==> src/rtl/ccr_pkg.sv <==
// shared constants, codes and controller/datapath interface types
// for the circle canvas rasterizer; no dependencies
package ccr_pkg;

  localparam int MAX_WIDTH  = 512;
  localparam int MAX_HEIGHT = 512;
  localparam int FRAC_BITS  = 8;

  localparam int COL_W     = (MAX_WIDTH > 1) ? $clog2(MAX_WIDTH) : 1;
  localparam int ROW_W     = (MAX_HEIGHT > 1) ? $clog2(MAX_HEIGHT) : 1;
  localparam int MEM_DEPTH = MAX_WIDTH * MAX_HEIGHT;
  localparam int ADDR_W    = (MEM_DEPTH > 1) ? $clog2(MEM_DEPTH) : 1;
  localparam int MAX_DIM   = (MAX_WIDTH > MAX_HEIGHT) ? MAX_WIDTH : MAX_HEIGHT;
  localparam int DIM_W     = $clog2(MAX_DIM + 1);

  localparam int COORD_W    = 24;
  localparam int CFG_W      = 10;
  localparam int CFG_IDX_W  = 2;
  localparam int BYTE_W     = 8;
  localparam int ACT_W      = 2;
  localparam int PSEL_W     = 9;
  localparam int IN_DATA_W  = 104;
  localparam int OUT_DATA_W = 16;

  // pixel position in fixed point, signed difference, magnitude, square
  localparam int P_W   = ((COL_W > ROW_W) ? COL_W : ROW_W) + FRAC_BITS;
  localparam int D_W   = ((COORD_W > P_W + 1) ? COORD_W : P_W + 1) + 1;
  localparam int M_W   = D_W - 1;
  localparam int SQ_W  = 2 * M_W;
  localparam int SUM_W = SQ_W + 1;
  localparam int ONE   = 1 << FRAC_BITS;

  localparam logic [ACT_W-1:0] ACT_CLEAR = 2'd0;
  localparam logic [ACT_W-1:0] ACT_DRAW  = 2'd1;
  localparam logic [ACT_W-1:0] ACT_READ  = 2'd2;

  localparam logic [CFG_IDX_W-1:0] REG_WIDTH  = 2'd0;
  localparam logic [CFG_IDX_W-1:0] REG_HEIGHT = 2'd1;
  localparam logic [CFG_IDX_W-1:0] REG_BG     = 2'd2;

  localparam logic [CFG_W-1:0]  DIM_RST = 10'd1;
  localparam logic [BYTE_W-1:0] BG_RST  = 8'd32;

  typedef struct packed {
    logic             accept;
    logic             load_r;
    logic             latch_r;
    logic             pix_en;
    logic             clr_we;
    logic             rd_en;
    logic             cap_pix;
    logic             set_bad;
    logic             res_load;
    logic [COL_W-1:0] col;
    logic [ROW_W-1:0] row;
  } cmd_t;

  typedef struct packed {
    logic r_bad;
    logic col_last;
    logic row_last;
    logic pipe_busy;
    logic out_free;
  } sts_t;

endpackage

==> src/rtl/ccr_ctrl.sv <==
// controller state machine: sequences clear sweep, draw setup and pixel
// sweep, pixel read and result hand-off; uses ccr_pkg
module ccr_ctrl (
  input  logic                     clk_i,
  input  logic                     rst_ni,
  input  logic                     in_valid_i,
  input  logic [ccr_pkg::ACT_W-1:0] in_action_i,
  output logic                     in_ready_o,
  input  ccr_pkg::sts_t            sts_i,
  output ccr_pkg::cmd_t            cmd_o
);

  localparam logic [3:0] S_IDLE   = 4'd0;
  localparam logic [3:0] S_CLEAR  = 4'd1;
  localparam logic [3:0] S_SETUP  = 4'd2;
  localparam logic [3:0] S_WAIT   = 4'd3;
  localparam logic [3:0] S_LATCH  = 4'd4;
  localparam logic [3:0] S_SWEEP  = 4'd5;
  localparam logic [3:0] S_DRAIN  = 4'd6;
  localparam logic [3:0] S_READ   = 4'd7;
  localparam logic [3:0] S_RDWAIT = 4'd8;
  localparam logic [3:0] S_DONE   = 4'd9;

  localparam logic [ccr_pkg::COL_W-1:0] COL_END = ccr_pkg::COL_W'(ccr_pkg::MAX_WIDTH - 1);
  localparam logic [ccr_pkg::ROW_W-1:0] ROW_END = ccr_pkg::ROW_W'(ccr_pkg::MAX_HEIGHT - 1);

  logic [3:0]                state_q, state_d;
  logic [ccr_pkg::COL_W-1:0] col_q, col_d;
  logic [ccr_pkg::ROW_W-1:0] row_q, row_d;

  assign in_ready_o = (state_q == S_IDLE);

  always_comb begin
    state_d = state_q;
    col_d   = col_q;
    row_d   = row_q;
    cmd_o   = '0;
    cmd_o.col = col_q;
    cmd_o.row = row_q;
    case (state_q)
      S_IDLE: begin
        if (in_valid_i) begin
          cmd_o.accept = 1'b1;
          col_d = '0;
          row_d = '0;
          case (in_action_i)
            ccr_pkg::ACT_CLEAR: state_d = S_CLEAR;
            ccr_pkg::ACT_DRAW:  state_d = S_SETUP;
            ccr_pkg::ACT_READ:  state_d = S_READ;
            default:            state_d = S_DONE;
          endcase
        end
      end
      S_CLEAR: begin
        cmd_o.clr_we = 1'b1;
        if (col_q == COL_END) begin
          col_d = '0;
          if (row_q == ROW_END) begin
            state_d = S_DONE;
          end else begin
            row_d = row_q + 1'b1;
          end
        end else begin
          col_d = col_q + 1'b1;
        end
      end
      S_SETUP: begin
        if (sts_i.r_bad) begin
          cmd_o.set_bad = 1'b1;
          state_d = S_DONE;
        end else begin
          cmd_o.load_r = 1'b1;
          state_d = S_WAIT;
        end
      end
      S_WAIT: begin
        state_d = S_LATCH;
      end
      S_LATCH: begin
        cmd_o.latch_r = 1'b1;
        state_d = S_SWEEP;
      end
      S_SWEEP: begin
        cmd_o.pix_en = 1'b1;
        if (sts_i.col_last) begin
          col_d = '0;
          if (sts_i.row_last) begin
            state_d = S_DRAIN;
          end else begin
            row_d = row_q + 1'b1;
          end
        end else begin
          col_d = col_q + 1'b1;
        end
      end
      S_DRAIN: begin
        if (!sts_i.pipe_busy) begin
          state_d = S_DONE;
        end
      end
      S_READ: begin
        cmd_o.rd_en = 1'b1;
        state_d = S_RDWAIT;
      end
      S_RDWAIT: begin
        cmd_o.cap_pix = 1'b1;
        state_d = S_DONE;
      end
      S_DONE: begin
        if (sts_i.out_free) begin
          cmd_o.res_load = 1'b1;
          state_d = S_IDLE;
        end
      end
      default: begin
        state_d = S_IDLE;
      end
    endcase
  end

  always_ff @(posedge clk_i or negedge rst_ni) begin
    if (!rst_ni) begin
      state_q <= S_IDLE;
      col_q   <= '0;
      row_q   <= '0;
    end else begin
      state_q <= state_d;
      col_q   <= col_d;
      row_q   <= row_d;
    end
  end

endmodule

==> config.mk <==
export PLATFORM = sky130hd
export DESIGN_NAME = ccr_ctrl
export DESIGN_NICKNAME = d
export VERILOG_FILES = /design/src/rtl/ccr_pkg.sv /design/src/rtl/ccr_ctrl.sv
export SDC_FILE = /design/constraint.sdc
export NUM_CORES = 1
export LEC_CHECK = 0
export BUFFER_PORTS_ARGS = -buffer_cell sky130_fd_sc_hd__buf_4
export CORE_MARGIN = 3
export CORE_UTILIZATION = 47
export DETAILED_ROUTE_END_ITERATION = 12
export HOLD_SLACK_MARGIN = 0.08
export PLACE_DENSITY = 0.75
export SLEW_MARGIN = 20
export SYNTH_ARGS = -nofsm -noshare
export SYNTH_HDL_FRONTEND = slang
export SYNTH_SLANG_ARGS = --single-unit
==> constraint.sdc <==
create_clock -name clk_i -period 2.5 [get_ports clk_i]
set_input_delay 0.375 -clock clk_i [delete_from_list [all_inputs] [get_ports clk_i]]
set_output_delay 0.375 -clock clk_i [all_outputs]
set_load 0.02 [all_outputs]
Word level (Yosys, flattened, before mapping)
Cells that the tools add are included.

Word-level logic and storage cells: 65. Register bits: 22. Input port bits: 10.

$add $sub $neg: 2. Mux-type cells: 32. Equality and inequality tests: 22. Reduce and logical (&&, ||, !) cells: 6.

Operators by type and width (count): $mux W9 (7); $pmux W9 S3 (2); $pmux W4 S10 (1); $mux W4 (8); $add A9 B1 Y9 const B (2); $eq A9 B9 Y1 const B (2); $ne A2 B2 Y1 const B (9); $eq A4 B3 Y1 const B (4); $mux W1 (13); $pmux W4 S3 (1); $eq A4 B2 Y1 const B (2); $eq A4 B4 Y1 const B (2); $reduce_and A7 Y1 (1); $reduce_and A6 Y1 (1); $eq A4 B1 Y1 const B (1); $logic_not A4 Y1 (1); $reduce_bool A3 Y1 (1); $eq A2 B1 Y1 const B (1); $eq A2 B2 Y1 const B (1); $logic_not A2 Y1 (1); $reduce_and A2 Y1 (1).

Depth between registers and ports, before layout
Gate-level depths: netlist of run 1.

Word-level depth: 4. Gate-level depth with buffers: 11. Mapped depth without buffers: 10.

Least setup slack after synthesis of run 1
Ideal clock, no wire load.

Kind: flip-flop to flip-flop. Start point: register col_q[0] (netlist bit). End point: register state_q[0]. Library setup time: 0.082 ns. Stages on the path, launching flop included: 11. Clock period less this slack: 2.541 ns. Setup slack: -0.041 ns. Arrival: 2.459 ns. Cell sequence: dfrtp_1 > ha_1 > and3_1 > and3_1 > and3_1 > ha_1 > nor2b_1 > a211oi_4 > a2111oi_2 > a31oi_1 > a31oi_1.

Word-level cells in the longest chain between the ends: 3.

RTL lines: start: declaration (line ccr_ctrl.sv:28) `logic [ccr_pkg::COL_W-1:0] col_q, col_d;`; start signal: assignment (line ccr_ctrl.sv:128) `col_q <= col_d;`; $eq A9 B9 Y1 (line ccr_ctrl.sv:56) `if (col_q == COL_END) begin`; $ne A2 B2 Y1 (no source line); $reduce_and A7 Y1 (no source line); end signal: assignment (line ccr_ctrl.sv:127) `state_q <= state_d;`; end: declaration (line ccr_ctrl.sv:27) `logic [3:0] state_q, state_d;`.

No other way between the ends. A chain may end at the register's enable or synchronous reset.

Worst setup path after layout of run 1
Start point: register col_q[1] (netlist bit). End point: register row_q[0] (netlist bit).

Word-level cells in the longest chain between the ends: 3.

RTL lines: $eq A9 B9 Y1 (line ccr_ctrl.sv:56); $ne A2 B2 Y1 (no source line); $reduce_and A6 Y1 (no source line); end signal: assignment (line ccr_ctrl.sv:129) `row_q <= row_d;`; end: declaration (line ccr_ctrl.sv:29) `logic [ccr_pkg::ROW_W-1:0] row_q, row_d;`.

No other way between the ends.

==> summary.md, run 1 <==
| Metric | Value |
|---|---|
| First-pass iteration count of the detailed router | `5` |
| CTS Buffer Depth | `2` |
| EDFF count, synth | `0` |
| Crit. End Element | `register` |
| Most frequent cell after synthesis | `dfrtp_1` |
| Total CTS buffers | `3` |
| Area contributors post-synth | `dfrtp_1 (37%), ha_1 (5.9%), nor2_1 (5.1%)` |
| Ys async rst share | `1.00` |
| Pwr Density | `between 900 and 1000 nW/um^2` |
| Combinational share of power | `0.557` |
| PortBufs | `37` |
| Vias | `between 1500 and 2000` |
| Fillers | `212` |
| Global-route wire length before repair | `around 5700 um` |
| Static leakage | `about 0.0009 uW` |
| Yosys top cell area share | `0.373` |
| Antenna-violating nets left | `0` |
| Critical-path top delay cell | `dfrtp_1` |
| Int Pwr | `~1100 uW` |
| Yosys top cell by area | `dfrtp_1` |
| CP most frequent cell | `and3_4` |
| Max VDD drop | `about 650 uV` |
| Setup ws final | `between 0.006 and 0.007 ns` |
| Die height | `62.0 um` |
| Switching power total | `796 uW` |
| Sequential share of the synthesized area | `0.373` |
| Share of cells above drive strength 1 | `0.321` |
| Crit path max fanout | `4` |
| Period utilization | `0.998` |
| DRT iter0 DRCs | `roughly 100` |
| Die W | `about 62 um` |
| CTS root buffer | `clkbuf_4` |
| Switch share | `0.431` |
| I/O pin cnt | `38` |
| Final setup vio count | `0` |
| CP arrival | `2.75 ns` |
| Antenna violations before repair | `0` |
| Yosys cell types | `between 40 and 50` |
| Clock Skews | `around 0.004 ns` |
| Required @ worst endpoint | `~2.8 ns` |
| Remaining global-route overflow | `0` |
| Cell Rows | `19` |
| Final RePlAce weighted congestion | `around 0.85` |
| Pin count of the biggest net entering global routing | `23` |
| Detailed Place HPWL | `roughly 2600 um` |
| Hold Vio Cnt, Final | `0` |
| Hold Path Class | `input port to register` |
| GR Util All Layers | `0.197` |
| Worst hold start | `sts_i[0]` |
| Core Area | `2880 sq um` |
| Flop pwr share | `0.290` |
| Clk pin slew, worst setup/hold paths | `roughly 0.13 ns` |
| Avg Vias per Cell | `about 5.9` |
| Ant. Diodes | `0` |
| Pre-CTS WS | `around 0.072 ns` |
| Avg WL per Cell | `approximately 16 um` |
| Most common flop cell mapped by yosys | `dfrtp_1` |
| Post-Route WL | `roughly 4200 um` |
| Critical path launch point | `col_q[1]` |
| Cells after synthesis | `170` |
| Final setup TNS | `0 ns` |
| Setup CP Type | `register to register` |
| FF-to-FF Start | `col_q[1]` |
| Clock network power share | `0.152` |
| #FFs+latches synth | `22` |
| Total power | `around 1800 uW` |
| Final Slew Violations | `0` |
| Syn_nets | `187` |
| Max-cap violations | `0` |
| Post-Syn Area | `roughly 1500 sq um` |
| Crit path launch type | `register` |
| Area Growth Syn to Fin | `35.8%` |
| Largest stage delay, worst path | `between 0.4 and 0.5 ns` |
| Commonest cells in the netlist | `dfrtp_1 (22), nor2_1 (20), nand2_1 (17)` |
| Crit-path cells | `ha_2 > and3_4 > and3_4 > and3_4 > ha_4 > nor2b_4 > a211oi_4 > buf_6 > buf_4 > buf_4 > o21ai_0 > o21ai_1` |
| Starting Density | `0.513` |
| Tmin final | `~2.5 ns` |
| Outcome | `complete, no violations` |
| Mean Syn Cell Area | `around 8.7 sq um` |
| Max Clk Rate | `around 400 MHz` |
| # clock sinks | `22` |
| Syn. warnings | `0` |
| Slew @ Worst Pin | `0.694 ns` |
| CTS tree | `done` |
| Die ar. | `around 3800 sq um` |
| Drt drc | `0` |
| Number of global-route vias before repair | `between 1000 and 1500` |
| Fin nets | `233` |
| H-Tree Depth | `1` |
| Worst skew pair latency | `around 0.32 ns` |
| Slew margin rel. | `0.537` |
[flip-flops by register name, indices dropped and copies added (netlist names)]
name / count
col_q: 9
state_q: 4
row_q: 9
[cells in the final DEF (no fill, tap or decap), types with 4 or more instances in the layout]
master,n
nor2_1,20
inv_1,5
nor3_1,6
nand3_1,6
buf_4,48
o21ai_0,12
o21ai_1,8
dfrtp_1,22
nand2_1,17
xnor2_1,6
ha_1,5
a21oi_1,4
[power by group through the flow]
| stage | Combinational, uW | Sequential (uW) | Clock [uW] |
|---|---|---|---|
| 3_5_place_dp | 854 | 535 | 0 |
| 6_report | 1030 | 537 | 281 |
| 5_1_grt | 1100 | 549 | 300 |
| 4_1_cts | 857 | 530 | 282 |
| 2_1_floorplan | 516 | 583 | 0 |
| 3_3_place_gp | 831 | 529 | 0 |
[cell families after synthesis]
logic type / share of synthesized area
adder cells (fa/ha/maj): 0.0594
XOR/XNOR: 0.0356
AO/OA/AOI/OAI: 0.193
AND/OR/NAND/NOR: 0.270
buffers and inverters: 0.0551
multiplexers: 0.0136
flip-flops: 0.373
[worst paths after layout]
kind	to	slack, ns	cells after the start
setup / recovery	row_q[0]	0.006	12
setup reg to reg	row_q[0]	0.006	12
hold reg to reg	col_q[7]	0.52	1
min in group asynchronous	row_q[3]	0.46	2
hold / removal	state_q[3]	0.24	2
max in group asynchronous	col_q[1]	1.81	2
[stage by stage]
step           std cells  instance area [sq um]  utilization  hold WS, ns
3_5_place_dp         245                   1800        0.626        0.280
3_3_place_gp         245                   1800        0.626        0.278
6_report             257                   2000        0.696        0.241
5_1_grt              257                   2000        0.696        0.238
2_1_floorplan        170                   1490            -       0.0794
4_1_cts              250                   1860        0.648        0.243
[routing by layer]
metal | global-route usage | up-vias | part of all wire
li1 | - | 701 | -
met1 | 0.268 | 720 | 0.42
met2 | 0.322 | 73 | 0.49
met3 | 0.0331 | 11 | 0.068
met4 | 0.0576 | 0 | 0.019
met5 | 0 | - | 0
[worst max-delay path: cells and delay by family, from the launching register on]
kind	cells	cell delay [ns]
compound gates	3	0.57
fa+ha+maj	2	0.36
buf+inv	3	0.42
flops	1	0.41
simple gates	4	0.67
[repair_timing]
| action | CTS | global route |
|---|---|---|
| endpoints found under the hold margin | 22 | 0 |
| resized for setup | 0 | 16 |
| setup buffers | 0 | 7 |
| setup endpoints to repair | 0 | 15 |
| hold buffers | 1 | 0 |
[area by class of cell]
| cell class | count | area (sq um) | area share |
|---|---|---|---|
| Multi-Input combinational cell | 133 | 927 | 0.463 |
| Timing Repair Buffer | 51 | 402 | 0.200 |
| Clock buffer | 3 | 22.5 | 0.0112 |
| Sequential cell | 22 | 551 | 0.275 |
| Tap cell | 42 | 52.6 | 0.0262 |
| Clock inverter | 1 | 30.0 | 0.0150 |
| Inverter | 5 | 18.8 | 0.00937 |
(Power assumes the default switching activity.)
==> run 2: changes to the inputs <==
--- a/config.mk
+++ b/config.mk
@@ -5,7 +5,7 @@
 export SDC_FILE = /design/constraint.sdc
 export NUM_CORES = 1
 export LEC_CHECK = 0
-export BUFFER_PORTS_ARGS = -buffer_cell sky130_fd_sc_hd__buf_4
+export BUFFER_PORTS_ARGS = -buffer_cell sky130_fd_sc_hd__buf_2
 export CORE_MARGIN = 3
 export CORE_UTILIZATION = 47
 export DETAILED_ROUTE_END_ITERATION = 12
==> summary.md, run 2 (synthesis gave the netlist of run 1 again) <==
| Metric | Value |
|---|---|
| GR Util All Layers | `0.191` |
| Crit path max fanout | `5` |
| Detailed Place HPWL | `~2400 um` |
| Global-route wire length before repair | `about 5600 um` |
| Top flop regs | `col_q (9), row_q (9), state_q (4)` |
| Share of cells above drive strength 1 | `0.326` |
| Hold Path Class | `input port to register` |
| Worst skew pair latency | `~0.31 ns` |
| Final setup TNS | `0 ns` |
| Ant. Diodes | `0` |
| Period utilization | `0.959` |
| Core Area | `approximately 2900 sq um` |
| CTS Buffer Depth | `2` |
| Clk pin slew, worst setup/hold paths | `approximately 0.13 ns` |
| PortBufs | `37` |
| Commonest non-fill, non-tap cell in the layout | `buf_2` |
| Drt drc | `0` |
| DRT iter0 DRCs | `116` |
| Fillers | `between 200 and 250` |
| Die ar. | `approximately 3800 sq um` |
| Die W | `just over 60 um` |
| Cell Rows | `19` |
| CTS tree | `done` |
| H-Tree Depth | `1` |
| M3 GR Usage | `0.0351` |
| Worst hold margin | `0.270 ns` |
| Starting Density | `0.513` |
| Largest stage delay, worst path | `about 0.41 ns` |
| Antenna violations before repair | `0` |
| Hold Vio Cnt, Final | `0` |
| Max-cap violations | `0` |
| Max VDD drop | `about 790 uV` |
| Vias | `1424` |
| Crit. End Element | `register` |
| Avg Vias per Cell | `roughly 5.5` |
| Post-Route WL | `between 3000 and 4000 um` |
| Setup CP Type | `register to register` |
| Number of global-route vias before repair | `~1200` |
| Pwr Density | `a little over 900 nW/um^2` |
| First-pass iteration count of the detailed router | `4` |
| Static leakage | `between 0.0009 and 0.001 uW` |
| Die height | `around 62 um` |
| Slew @ Worst Pin | `0.671 ns` |
| Clock Skews | `roughly 0.0022 ns` |
| Pin count of the biggest net entering global routing | `23` |
| Met2 Use GR | `0.324` |
| Most frequent cells in the layout | `buf_2 (37), dfrtp_1 (22), nor2_1 (20)` |
| CP most frequent cell | `and3_4` |
| Met1 GRT Util | `0.252` |
| Crit-path cells | `ha_2 > and3_4 > and3_4 > and3_4 > ha_4 > nor2b_4 > a211oi_4 > buf_6 > buf_4 > nor4_2 > xnor2_1 > nor2_1` |
| Tmin final | `~2.4 ns` |
| # clock sinks | `22` |
| Final setup vio count | `0` |
| Outcome | `complete, no violations` |
| CTS root buffer | `clkbuf_4` |
| Required @ worst endpoint | `approximately 2.7 ns` |
| Max Clk Rate | `417 MHz` |
| Total CTS buffers | `3` |
| Avg WL per Cell | `roughly 14 um` |
| Fin nets | `233` |
| Gr busiest metal | `met2` |
| I/O pin cnt | `38` |
| Antenna-violating nets left | `0` |
| Critical-path top delay cell | `dfrtp_1` |
| CP arrival | `2.60 ns` |
| Slew margin rel. | `0.553` |
| RSZ-0062 raised after global routing | `no` |
| Remaining global-route overflow | `0` |
| Crit path launch type | `register` |
| Area Growth Syn to Fin | `29.9%` |
| Final RePlAce weighted congestion | `between 0.8 and 0.9` |
| Final Slew Violations | `0` |
-- run 2: cell counts in the layout (fill, tap and decap cells not counted) --
Identical to the previous run, type by type.
-- run 2: critical path, delay by kind of cell (launching register included) --
family                   cells  cell delay (ns)
flip-flops                   1             0.41
XOR/XNOR                     1             0.17
buffers and inverters        2             0.29
adder cells (fa/ha/maj)      2             0.34
AND/OR/NAND/NOR              6             0.76
AO/OA/AOI/OAI                1             0.33
-- run 2: worst paths after layout --
| check | depth (start not counted) | slack [ns] | end | start |
|---|---|---|---|---|
| worst min register to register | 1 | 0.51 | col_q[7] | col_q[7] |
| worst max-delay path | 12 | 0.10 | row_q[4] | col_q[1] |
| min in group asynchronous | 2 | 0.55 | row_q[3] | rst_ni |
| worst min-delay path | 2 | 0.27 | state_q[3] | sts_i[0] |
| worst max register to register | 12 | 0.10 | row_q[4] | col_q[1] |
| max in group asynchronous | 2 | 1.62 | col_q[7] | rst_ni |
-- run 2: repair_timing --
| action | 4_1_cts | 5_1_grt |
|---|---|---|
| gates cloned | 0 | 0 |
| hold buffers | 1 | 0 |
| resized for setup | 1 | 16 |
| pin swaps | 0 | 5 |
| hold endpoints to repair | 22 | 0 |
| endpoints found under the setup margin | 1 | 16 |
| setup buffers | 0 | 8 |
-- run 2: area by class of cell --
type,instances,area [sq um],area share
tap,42,52.6,0.0274
clock buffer,3,22.5,0.0118
timing repair buffer,51,309,0.161
multi-input combinational,133,932,0.487
clock inverter,1,30.0,0.0157
inverter,5,18.8,0.00980
sequential,22,551,0.287
-- run 2: routing by layer --
layer  wire length (um)  share of wire
met2               1680           0.48
met5                  0              0
met4                 27         0.0078
met1               1600           0.46
met3                173          0.050
-- run 2: metrics by stage --
step / util / setup slack (ns) / total power, uW / cells / area, sq um
finish: 0.666 / 0.103 / 1750 / 257 / 1920
global route: 0.666 / 0.00973 / 1870 / 257 / 1920
detailed placement: 0.591 / 0.0617 / 1320 / 244 / 1700
CTS: 0.615 / 0.0248 / 1610 / 249 / 1770
global placement: 0.591 / 0.140 / 1300 / 244 / 1700
floorplan: - / 0.0331 / 1100 / 170 / 1490
-- run 2: report_power, final --
part	internal, uW	switching (uW)	total [uW]
Sequential	429	98.8	528
Clock	162	116	278
Combinational	408	539	947
Total	998	754	1750
==> run 3: changes to the inputs <==
--- a/config.mk
+++ b/config.mk
@@ -7,10 +7,11 @@
 export LEC_CHECK = 0
 export BUFFER_PORTS_ARGS = -buffer_cell sky130_fd_sc_hd__buf_2
 export CORE_MARGIN = 3
-export CORE_UTILIZATION = 47
+export CORE_UTILIZATION = 49
+export CTS_BUF_LIST = sky130_fd_sc_hd__clkbuf_2
 export DETAILED_ROUTE_END_ITERATION = 12
 export HOLD_SLACK_MARGIN = 0.08
-export PLACE_DENSITY = 0.75
+export PLACE_DENSITY = 0.78
 export SLEW_MARGIN = 20
 export SYNTH_ARGS = -nofsm -noshare
 export SYNTH_HDL_FRONTEND = slang
==> summary.md, run 3 (synthesis gave the netlist of run 1 again) <==
| Metric | Value |
|---|---|
| Final RePlAce weighted congestion | `between 0.8 and 0.9` |
| Antenna-violating nets left | `0` |
| Share of cells above drive strength 1 | `0.329` |
| Hold Path Class | `input port to register` |
| Commonest non-fill, non-tap cell in the layout | `buf_2` |
| CTS root buffer | `clkbuf_2` |
| Tmin final | `around 2.4 ns` |
| Pwr Density | `between 900 and 1000 nW/um^2` |
| CP arrival | `~2.7 ns` |
| Flop2flop setup slack | `approximately 0.076 ns` |
| R2R Path End | `row_q[2]` |
| Number of global-route vias before repair | `between 1000 and 1500` |
| Setup CP Type | `register to register` |
| Final Slew Violations | `0` |
| Die ar. | `between 3000 and 4000 sq um` |
| Slew margin rel. | `0.593` |
| Avg Vias per Cell | `around 5.9` |
| Hold Path End | `state_q[3]` |
| Clk pin slew, worst setup/hold paths | `between 0.2 and 0.25 ns` |
| FF-to-FF Start | `col_q[1]` |
| Remaining global-route overflow | `0` |
| Fillers | `between 200 and 250` |
| Crit path launch type | `register` |
| Fin nets | `between 200 and 250` |
| Crit. End Element | `register` |
| Period utilization | `0.969` |
| Max-cap violations | `0` |
| Slew @ Worst Pin | `between 0.6 and 0.7 ns` |
| Hold Path Cell Cnt | `2` |
| Core Area | `roughly 2800 sq um` |
| Starting Density | `0.526` |
| CP most frequent cell | `and3_4` |
| Top flop regs | `col_q (9), row_q (9), state_q (4)` |
| Hold Vio Cnt, Final | `0` |
| Ant. Diodes | `0` |
| Critical-path top delay cell | `dfrtp_1` |
| Max VDD drop | `720 uV` |
| DRT iter0 DRCs | `85` |
| GR Util All Layers | `0.195` |
| First-pass iteration count of the detailed router | `5` |
| Worst skew pair latency | `about 0.35 ns` |
| Cell Rows | `19` |
| Drt drc | `0` |
| H-Tree Depth | `1` |
| Largest stage delay, worst path | `~0.44 ns` |
| I/O pin cnt | `38` |
| Post-Route WL | `3740 um` |
| Worst hold margin | `roughly 0.20 ns` |
| Antenna violations before repair | `0` |
| Die height | `60.9 um` |
| Required @ worst endpoint | `2.78 ns` |
| Vias | `1454` |
| Area Growth Syn to Fin | `28.3%` |
| Most frequent cells in the layout | `buf_2 (37), dfrtp_1 (22), nor2_1 (20)` |
| Pin count of the biggest net entering global routing | `23` |
| PortBufs | `37` |
| Total CTS buffers | `3` |
| CTS Buffer Depth | `2` |
| Outcome | `complete, no violations` |
| Max Clk Rate | `413 MHz` |
| Global-route wire length before repair | `5460 um` |
| Die W | `between 60 and 70 um` |
| # clock sinks | `22` |
| Final Util | `0.675` |
| Crit-path cells | `ha_2 > and3_4 > and3_4 > and3_4 > ha_4 > nor2b_4 > a211oi_4 > buf_6 > buf_4 > nor3b_1 > xnor2_1 > nor2_1` |
| Reg2Reg Depth | `12` |
| Static leakage | `a little over 0.0009 uW` |
| Final setup vio count | `0` |
| Worst hold start | `sts_i[0]` |
| CTS tree | `done` |
| Crit path max fanout | `4` |
| Detailed Place HPWL | `~2500 um` |
| Clock Skews | `0.00534 ns` |
| Avg WL per Cell | `roughly 15 um` |
==> run 3: changes by cell type in the layout (fill, tap and decap cells not counted), sizes merged <==
cell | before | now
buf | 50 | 51
==> run 3: critical path, delay by kind of cell, from the launching register on <==
family / cells / cell delay, ns
XOR/XNOR: 1 / 0.17
adder cells (fa/ha/maj): 2 / 0.35
AO/OA/AOI/OAI: 1 / 0.32
AND/OR/NAND/NOR: 6 / 0.78
flip-flops: 1 / 0.44
buffers and inverters: 2 / 0.29
==> run 3: final cells by class <==
| type | instances | area (sq um) | area share |
|---|---|---|---|
| Clock buffer | 3 | 15.0 | 0.00793 |
| Multi-Input combinational cell | 133 | 923 | 0.488 |
| Inverter | 5 | 18.8 | 0.00991 |
| Tap cell | 31 | 38.8 | 0.0205 |
| Timing Repair Buffer | 52 | 317 | 0.167 |
| Sequential cell | 22 | 551 | 0.291 |
| Clock inverter | 1 | 30.0 | 0.0159 |
==> run 3: worst max path at each step <==
stage	start	cells past startpoint	slack, ns	to
after floorplan	col_q[0]	11	0.03	row_q[3]
after global placement	col_q[0]	11	0.15	row_q[5]
after CTS	col_q[1]	11	0.01	row_q[7]
after detailed placement	col_q[1]	11	0.04	row_q[7]
final	col_q[1]	12	0.08	row_q[2]
after global routing	col_q[0]	12	-0.05	row_q[5]
==> run 3: report_power, final <==
part           total [uW]  switching, uW  internal [uW]
Combinational         972            544            429
Sequential            527           98.0            429
Clock                 263            125            138
Total                1760            767            995
==> run 3: per-stage QoR <==
step	power (uW)	area, sq um	setup WS [ns]	std cells	TNS, ns
after floorplan	1100	1490	0.0331	170	0
after global placement	1300	1690	0.149	234	0
after detailed placement	1330	1690	0.0396	234	0
after CTS	1590	1750	0.0110	239	0
after global routing	1870	1890	-0.0513	247	-0.151
final	1760	1890	0.0763	247	0
==> run 3: repair_timing <==
| item | 4_1_cts | 5_1_grt |
|---|---|---|
| gates resized for setup | 0 | 17 |
| hold buffers | 1 | 0 |
| setup buffers | 0 | 8 |
| setup endpoints to repair | 0 | 17 |
| endpoints found under the hold margin | 22 | 0 |
==> run 3: routing by layer <==
layer | track usage | share of wire | vias up
met2 | 0.318 | 0.50 | 43
met4 | 0.0557 | 0.0080 | 0
met1 | 0.268 | 0.44 | 699
met3 | 0.0298 | 0.052 | 5
li1 | - | - | 707
met5 | 0 | 0 | -
